$ cat config.mk
export PLATFORM = sky130hd
export DESIGN_NAME = tmgr_ctrl_flat
export DESIGN_NICKNAME = d
export VERILOG_FILES = /design/src/tmgr_pkg.sv /design/src/tmgr_if.sv /design/src/tmgr_ctrl.sv /design/src/flat_wrapper.sv
export SDC_FILE = /design/constraint.sdc
export NUM_CORES = 1
export LEC_CHECK = 0
export BUFFER_PORTS_ARGS = -buffer_cell sky130_fd_sc_hd__buf_2
export CAP_MARGIN = 10
export CORE_MARGIN = 1.5
export CORE_UTILIZATION = 47
export CTS_CLUSTER_SIZE = 25
export DETAILED_ROUTE_END_ITERATION = 16
export MAX_ROUTING_LAYER = met4
export PLACE_DENSITY = 0.84
export SLEW_MARGIN = 20
export SYNTH_ARGS = -nofsm -noshare
export SYNTH_HDL_FRONTEND = slang
export SYNTH_SLANG_ARGS = --single-unit
$ cat constraint.sdc
create_clock -name clk -period 9.8 [get_ports clk]
set_input_delay 0.98 -clock clk [delete_from_list [all_inputs] [get_ports clk]]
set_output_delay 0.98 -clock clk [all_outputs]
set_load 0.05 [all_outputs]
$ cat src/tmgr_pkg.sv
// Package: shared constants, types and command/status structs for gradient recovery
package tmgr_pkg;

  localparam int MaxElements = 64;
  localparam int CountW = 7;

  typedef enum logic [1:0] {
    STATUS_OK       = 2'd0,
    STATUS_EMPTY    = 2'd1,
    STATUS_BAD_JAC  = 2'd2,
    STATUS_SAT      = 2'd3
  } status_t;

  // Element datapath operations, one per step
  typedef enum logic [3:0] {
    OP_NONE    = 4'd0,
    OP_EDGE    = 4'd1,   // edge vectors and field differences
    OP_CROSS   = 4'd2,   // first term of one cross component
    OP_CRSUB   = 4'd3,   // form a cross component
    OP_ACC     = 4'd4,   // one weighted numerator product
    OP_JAC     = 4'd5,   // one Jacobian product
    OP_JACFIN  = 4'd6,   // add Jacobian into sum
    OP_DIVINIT = 4'd7,   // set up a division
    OP_DIVSTEP = 4'd8,   // one quotient bit
    OP_DIVFIN  = 4'd9,   // sign and saturate one component
    OP_CLEAR   = 4'd10   // clear set state
  } op_t;

  typedef struct packed {
    op_t        op;
    logic [3:0] idx;   // step index within the operation
    logic [1:0] comp;  // gradient component for division
  } dp_cmd_t;

  typedef struct packed {
    logic jac_nonpos;  // element Jacobian at or below zero
    logic empty;       // no elements or zero Jacobian sum
  } dp_stat_t;

endpackage

$ cat src/tmgr_if.sv
// Interfaces: valid/ready channels for vertices and gradient results
interface tmgr_vertex_if (input logic clk);
  logic               valid;
  logic               ready;
  logic signed [15:0] coord_x;
  logic signed [15:0] coord_y;
  logic signed [15:0] coord_z;
  logic signed [15:0] field_value;
  logic               last_in_set;
  modport source (output valid, coord_x, coord_y, coord_z, field_value, last_in_set,
                  input ready);
  modport sink (input valid, coord_x, coord_y, coord_z, field_value, last_in_set,
                output ready);
endinterface

interface tmgr_grad_if (input logic clk);
  logic               valid;
  logic               ready;
  logic signed [31:0] grad_x;
  logic signed [31:0] grad_y;
  logic signed [31:0] grad_z;
  logic [1:0]         status;
  modport source (output valid, grad_x, grad_y, grad_z, status, input ready);
  modport sink (input valid, grad_x, grad_y, grad_z, status, output ready);
endinterface

$ cat src/tmgr_ctrl.sv
// Controller: sequences element computation, division and result handshake
module tmgr_ctrl (
  input  logic               clk,
  input  logic               rst,
  tmgr_vertex_if.sink        vin,
  tmgr_grad_if.source        gout,
  output logic               vtx_we,
  output logic [1:0]         vtx_pos,
  output tmgr_pkg::dp_cmd_t  cmd,
  input  tmgr_pkg::dp_stat_t stat,
  input  logic signed [31:0] grad [3],
  input  logic               sat
);

  typedef enum logic [8:0] {
    S_IDLE  = 9'b000000001,
    S_EDGE  = 9'b000000010,
    S_CROSS = 9'b000000100,
    S_CRSUB = 9'b000001000,
    S_ACC   = 9'b000010000,
    S_JAC   = 9'b000100000,
    S_DIV   = 9'b001000000,
    S_DSTEP = 9'b010000000,
    S_OUT   = 9'b100000000
  } state_t;

  state_t state;
  logic [1:0] pos;
  logic [tmgr_pkg::CountW-1:0] count;
  logic bad_seen;
  logic last_pend;
  logic [3:0] step;
  logic [1:0] comp;
  logic [6:0] dcnt;
  logic out_valid;
  logic signed [31:0] out_g [3];
  logic [1:0] out_status;
  logic accept;
  logic do_elem;
  logic out_free;

  assign vin.ready = (state == S_IDLE) && !rst;
  assign accept = vin.valid && vin.ready;
  assign vtx_we = accept;
  assign vtx_pos = pos;
  assign do_elem = (pos == 2'd3) && (count < 7'(tmgr_pkg::MaxElements));
  // result register can take a new result
  assign out_free = !out_valid || gout.ready;

  assign gout.valid  = out_valid;
  assign gout.grad_x = out_g[0];
  assign gout.grad_y = out_g[1];
  assign gout.grad_z = out_g[2];
  assign gout.status = out_status;

  // Command decode
  always_comb begin
    cmd.op = tmgr_pkg::OP_NONE;
    cmd.idx = step;
    cmd.comp = comp;
    unique case (state)
      S_EDGE:  cmd.op = tmgr_pkg::OP_EDGE;
      S_CROSS: cmd.op = tmgr_pkg::OP_CROSS;
      S_CRSUB: cmd.op = tmgr_pkg::OP_CRSUB;
      S_ACC:   cmd.op = tmgr_pkg::OP_ACC;
      S_JAC:   cmd.op = (step[3:2] == 2'd3) ? tmgr_pkg::OP_JACFIN : tmgr_pkg::OP_JAC;
      S_DIV:   cmd.op = tmgr_pkg::OP_DIVINIT;
      S_DSTEP: cmd.op = (dcnt == 7'd80) ? tmgr_pkg::OP_DIVFIN : tmgr_pkg::OP_DIVSTEP;
      S_OUT:   cmd.op = out_free ? tmgr_pkg::OP_CLEAR : tmgr_pkg::OP_NONE;
      default: cmd.op = tmgr_pkg::OP_NONE;
    endcase
    if (state == S_JAC) cmd.idx = {2'd0, step[1:0]};
  end

  // Step counter walks i in idx[3:2] (0..2) and k in idx[1:0] (0..2)
  function automatic logic [3:0] next_step(input logic [3:0] s);
    logic [3:0] r;
    if (s[1:0] == 2'd2) r = {s[3:2] + 2'd1, 2'd0};
    else r = {s[3:2], s[1:0] + 2'd1};
    return r;
  endfunction

  always_ff @(posedge clk) begin
    if (rst) begin
      state <= S_IDLE;
      pos <= '0;
      count <= '0;
      bad_seen <= 1'b0;
      last_pend <= 1'b0;
      step <= '0;
      comp <= '0;
      dcnt <= '0;
      out_valid <= 1'b0;
    end else begin
      if (state == S_OUT && out_free) out_valid <= 1'b1;
      else if (gout.ready) out_valid <= 1'b0;
      unique case (state)
        S_IDLE: if (accept) begin
          pos <= pos + 2'd1;
          last_pend <= vin.last_in_set;
          if (pos == 2'd3 && !do_elem) count <= 7'(tmgr_pkg::MaxElements + 1);
          if (do_elem) begin
            state <= S_EDGE;
          end else if (vin.last_in_set) begin
            comp <= '0;
            state <= S_DIV;
          end
        end
        S_EDGE: begin step <= '0; state <= S_CROSS; end
        S_CROSS: state <= S_CRSUB;
        S_CRSUB: begin
          if (step == 4'b1010) begin step <= '0; state <= S_ACC; end
          else begin step <= next_step(step); state <= S_CROSS; end
        end
        S_ACC: begin
          if (step == 4'b1010) begin step <= '0; state <= S_JAC; end
          else step <= next_step(step);
        end
        S_JAC: begin
          if (step[3:2] == 2'd3) begin
            count <= count + 7'd1;
            step <= '0;
            if (last_pend) begin comp <= '0; state <= S_DIV; end
            else state <= S_IDLE;
          end else if (step[1:0] == 2'd2) step <= 4'b1100;
          else step <= step + 4'd1;
        end
        S_DIV: begin dcnt <= '0; state <= S_DSTEP; end
        S_DSTEP: begin
          if (dcnt == 7'd80) begin
            if (comp == 2'd2) state <= S_OUT;
            else begin comp <= comp + 2'd1; state <= S_DIV; end
          end else dcnt <= dcnt + 7'd1;
        end
        // wait here while the previous result is still unread
        S_OUT: if (out_free) begin
          if (count == '0 || stat.empty) begin
            out_g[0] <= '0; out_g[1] <= '0; out_g[2] <= '0;
            out_status <= tmgr_pkg::STATUS_EMPTY;
          end else begin
            out_g <= grad;
            if (bad_seen) out_status <= tmgr_pkg::STATUS_BAD_JAC;
            else if (sat || count > 7'(tmgr_pkg::MaxElements))
              out_status <= tmgr_pkg::STATUS_SAT;
            else out_status <= tmgr_pkg::STATUS_OK;
          end
          pos <= '0;
          count <= '0;
          bad_seen <= 1'b0;
          state <= S_IDLE;
        end
        default: state <= S_IDLE;
      endcase
      if (state == S_JAC && step[3:2] == 2'd3 && stat.jac_nonpos) bad_seen <= 1'b1;
    end
  end

endmodule

$ cat src/flat_wrapper.sv
// flat-port wrapper written by rule: the top's interface ports become plain ports
module tmgr_ctrl_flat 
  (clk, rst, vtx_we, vtx_pos, cmd, stat, grad, sat, vin_valid, vin_coord_x, vin_coord_y, vin_coord_z, vin_field_value, vin_last_in_set, vin_ready, gout_valid, gout_grad_x, gout_grad_y, gout_grad_z, gout_status, gout_ready);
  tmgr_vertex_if vin_i (.clk(clk));
  tmgr_grad_if gout_i (.clk(clk));
  input  logic clk;
  input  logic rst;
  output logic vtx_we;
  output logic [1:0] vtx_pos;
  output tmgr_pkg::dp_cmd_t cmd;
  input  tmgr_pkg::dp_stat_t stat;
  input  logic signed [31:0] grad[3];
  input  logic sat;
  input wire logic [$bits(vin_i.valid)-1:0] vin_valid;
  input wire logic [$bits(vin_i.coord_x)-1:0] vin_coord_x;
  input wire logic [$bits(vin_i.coord_y)-1:0] vin_coord_y;
  input wire logic [$bits(vin_i.coord_z)-1:0] vin_coord_z;
  input wire logic [$bits(vin_i.field_value)-1:0] vin_field_value;
  input wire logic [$bits(vin_i.last_in_set)-1:0] vin_last_in_set;
  output wire logic [$bits(vin_i.ready)-1:0] vin_ready;
  output wire logic [$bits(gout_i.valid)-1:0] gout_valid;
  output wire logic [$bits(gout_i.grad_x)-1:0] gout_grad_x;
  output wire logic [$bits(gout_i.grad_y)-1:0] gout_grad_y;
  output wire logic [$bits(gout_i.grad_z)-1:0] gout_grad_z;
  output wire logic [$bits(gout_i.status)-1:0] gout_status;
  input wire logic [$bits(gout_i.ready)-1:0] gout_ready;
  assign vin_i.valid = vin_valid;
  assign vin_i.coord_x = vin_coord_x;
  assign vin_i.coord_y = vin_coord_y;
  assign vin_i.coord_z = vin_coord_z;
  assign vin_i.field_value = vin_field_value;
  assign vin_i.last_in_set = vin_last_in_set;
  assign vin_ready = vin_i.ready;
  assign gout_valid = gout_i.valid;
  assign gout_grad_x = gout_i.grad_x;
  assign gout_grad_y = gout_i.grad_y;
  assign gout_grad_z = gout_i.grad_z;
  assign gout_status = gout_i.status;
  assign gout_i.ready = gout_ready;
  tmgr_ctrl u_core (.clk(clk), .rst(rst), .vin(vin_i), .gout(gout_i), .vtx_we(vtx_we), .vtx_pos(vtx_pos), .cmd(cmd), .stat(stat), .grad(grad), .sat(sat));
endmodule
==> impl_results.md <==
* Clock period minus final worst setup slack at 3.66 ns
* Reg area at 3620 sq um
* Overall fraction of global-route tracks in use at 21.6%
* Post-Synthesis Mean Instance Area at 12.0 sq um
* Die area at 12900 sq um
* Die Wd at 113 microns
* Unique masters post-synth at 54
* Number of vias per cell after detailed routing at 5.20
* WL final at 13.8 mm
* Clock skew after layout at 0.0123 ns
* First-pass GRT wire length at 20.5 mm
* Area inside the core boundary at 12000 sq um
* Pwr Density at 191 nW/um^2
* Leakage power figure at 3.16 nW
* Classification of the worst setup path: flop to output port
* Post-synth top area share at 51.3%
* Multi-input combinational cell area at 1990 sq um
* Count of non-filler cells in the finished layout at 852
* Transition at the pin with the smallest max-transition slack at 0.906 ns
* Cell type contributing the most total cell area after synthesis: edfxtp_1
* YS warnings at 0
* Classification of the worst-slack hold path: flop to flop
* Share of cells above drive strength 1 at 36.7%
* Simple-gate share of the synthesized area at 24.3%
* Dominant combinational cell family by area after synthesis: simple AND/OR/NAND/NOR gates
* Syn Std Cell Area at 5730 sq um
* Post-layout net count at 868
* Cell at the root of the clock tree: clkbuf_16
* Flop pwr share at 42.5%
* Count of placed standard cells including taps at 820
* Worst-path clk slew at 0.06 ns
* Endpoint arrival time on the critical path at 2.68 ns
* Initial antenna violation count at 1
* Required time of the worst setup path at 8.82 ns
* Main synth FF type: edfxtp_1
* Portion of the clock cycle consumed by the worst path in the final layout at 37.4%
* Slowest stage cell, crit path: nor4_4
* Type of destination of the critical path: output port
* Via Count at 4428
* Via count of the first global-routing pass at 4179
* Critical path, cell by cell: nor4_4, nand4b_1, nor2_1, inv_1, o2111ai_1, buf_2
* H-tree depth at 4
* Area Growth Syn to Fin at 31.9%
* Net Sw Frac at 23.4%
* Starting Density at 47.9%
* Number of buffers added to fix hold violations after cts at 0
* Largest fanout on the critical path at 11
* Maximum number of pins on one net before global-route repair at 84
* DRC violation count after routing at 0
* Post-CTS Setup Inserts at 0
* Count of pins over their slew limit at 0
* Wirelength per Cell at 16.2 microns
* Top delay family on crit path: simple AND/OR/NAND/NOR gates
* Psw at 0.338 mW
* Port buffer count at 216
* Post-route setup TNS at 0 ns
* Syn_nets at 655
* Top-level port count at 281
* Clock buffer count from CTS at 17
* Portion of total power attributed to the clock network at 47.0%
* Starting DRT DRC Count at 448
* FF+latch count, synth at 132
* Post-route antenna net violation count at 0
* Post-synthesis async set-or-reset flop share at 0%
* Largest stage delay on the critical path at 0.57 ns
* Final critical-path setup slack at 6.14 ns
* Fill cells at 931
* Final hold viol count at 0
* Detailed-placement wirelength estimate at 10.1 mm
* Run status: finished, final reports clean
* Slew HR at 39.6%
* Synth area leaders: edfxtp_1 (51%), dfxtp_1 (12%), and2_1 (11%), a21oi_1 (2.6%), o21ai_0 (2.1%)
* Crit path buffers/inverters at 2
* RSZ-0062 raised after global routing: false
* Total overflow reported by the global router at 0
* Core Rows at 40
* Clock tree from TritonCTS: built
* Fraction of the mapped netlist area in compound gates at 7.35%
* Share of synthesized area spent on multiplexers at 0.524%
* Highest ir drop seen on vdd at 0.106 mV
* Register-to-register setup slack at 6.28 ns
* Most frequent cell after synthesis: and2_1
* Cell types with the highest counts after synthesis: and2_1 (102), edfxtp_1 (98), dfxtp_1 (34)
* Pwr Total at 1.44 mW
* Post-cts gate resize count at 0
* Router iterations before antenna repair at 7
* Synthesized instance count at 479
* Critical path startpoint category: flop
* Maximum buffer depth of the clock tree at 2
* FMAX at 273 MHz
* Adder and majority cell fraction of the synthesized area at 1.75%
* Fraction of power consumed by combinational cells at 10.5%
* Internal power of the cells at 1.11 mW
* Sequential share of the synthesized area at 63.2%
* Clock sink count at 132
* Placer congestion estimate at 0.897
* Die Span Y at 113 microns
* Max Cap Viol at 0
* Number of synthesized flops with an enable pin at 98
* Minimum setup slack after placement at 6.34 ns
* Xor and xnor fraction of the mapped netlist area at 0.611%
* Final setup viols at 0
* Clock latency of the later-clocked register in the worst-skew pair at 0.41 ns
cell type report:
cell class / instances / area share [%]
sequential: 132 / 47.9
multi-input combinational: 316 / 26.4
timing repair buffer: 218 / 14.5
clock buffer: 17 / 5.62
clock inverter: 13 / 2.76
tap: 147 / 2.43
inverter: 7 / 0.347
antenna: 2 / 0.0662
cells in the final DEF, fill, tap and decap left out, types with 6 or more instances in the layout:
master,count
buf_2,216
and2_1,102
edfxtp_1,98
dfxtp_1,34
a21oi_1,30
nor2_1,25
o21ai_0,24
nand2_1,17
clkbuf_16,17
nand3_1,12
or3_1,8
ha_1,8
inv_1,7
nor2b_1,7
nand2b_1,6
nor3_1,6
stage by stage:
stage | instance area, sq um | utilization, % | hold slack, ns
2_1_floorplan | 5730 | - | 0.458
3_3_place_gp | 6920 | 57.9 | 0.467
3_5_place_dp | 6920 | 57.9 | 0.492
4_1_cts | 7560 | 63.2 | 0.500
5_1_grt | 7560 | 63.2 | 0.515
6_report | 7560 | 63.2 | 0.499
power groups by stage:
stage	clock (mW)	sequential, mW	combinational (mW)
2_1_floorplan	0	0.627	0.0967
4_1_cts	0.689	0.613	0.150
3_5_place_dp	0	0.625	0.148
6_report	0.679	0.613	0.151
3_3_place_gp	0	0.624	0.145
5_1_grt	0.714	0.615	0.163
tightest hold or removal path, delay by kind of cell, from the launching register on:
family / cells / cell delay, ns
flip-flops: 1 / 0.33
AO/OA/AOI/OAI: 1 / 0.05
AND/OR/NAND/NOR: 1 / 0.07
routing by layer:
metal | vias up | share of wire (%) | track usage (%)
met4 | 0 | 1.9 | 8.58
met2 | 181 | 52 | 36.8
li1 | 2162 | - | -
met1 | 2064 | 40 | 24.2
met5 | - | 0 | -
met3 | 21 | 5.8 | 6.06
registers in the layout (all words and copies together) (netlist names), 2 cells and up:
name	flops
u_core.gout.grad_x	32
u_core.gout.grad_y	32
u_core.count	7
u_core.comp	2
u_core.gout.status	2
u_core.step	4
u_core.dcnt	7
u_core.state	9
u_core.vtx_pos	2
u_core.gout.grad_z	32
worst paths after layout:
check                         start  depth (start not counted)                      to
setup reg to reg    u_core.state[0]                          5  u_core.gout.grad_x[26]
hold reg to reg   u_core.vtx_pos[1]                          2       u_core.vtx_pos[1]
setup / recovery    u_core.state[0]                          6                  cmd[6]
hold / removal    u_core.vtx_pos[1]                          2       u_core.vtx_pos[1]
cells by family after synthesis:
family,Yosys count
AND/OR/NAND/NOR,228
flip-flops,132
AO/OA/AOI/OAI,73
buffers and inverters,31
adder cells (fa/ha/maj),8
XOR/XNOR,4
multiplexers,3
(Power assumes the default switching activity.)
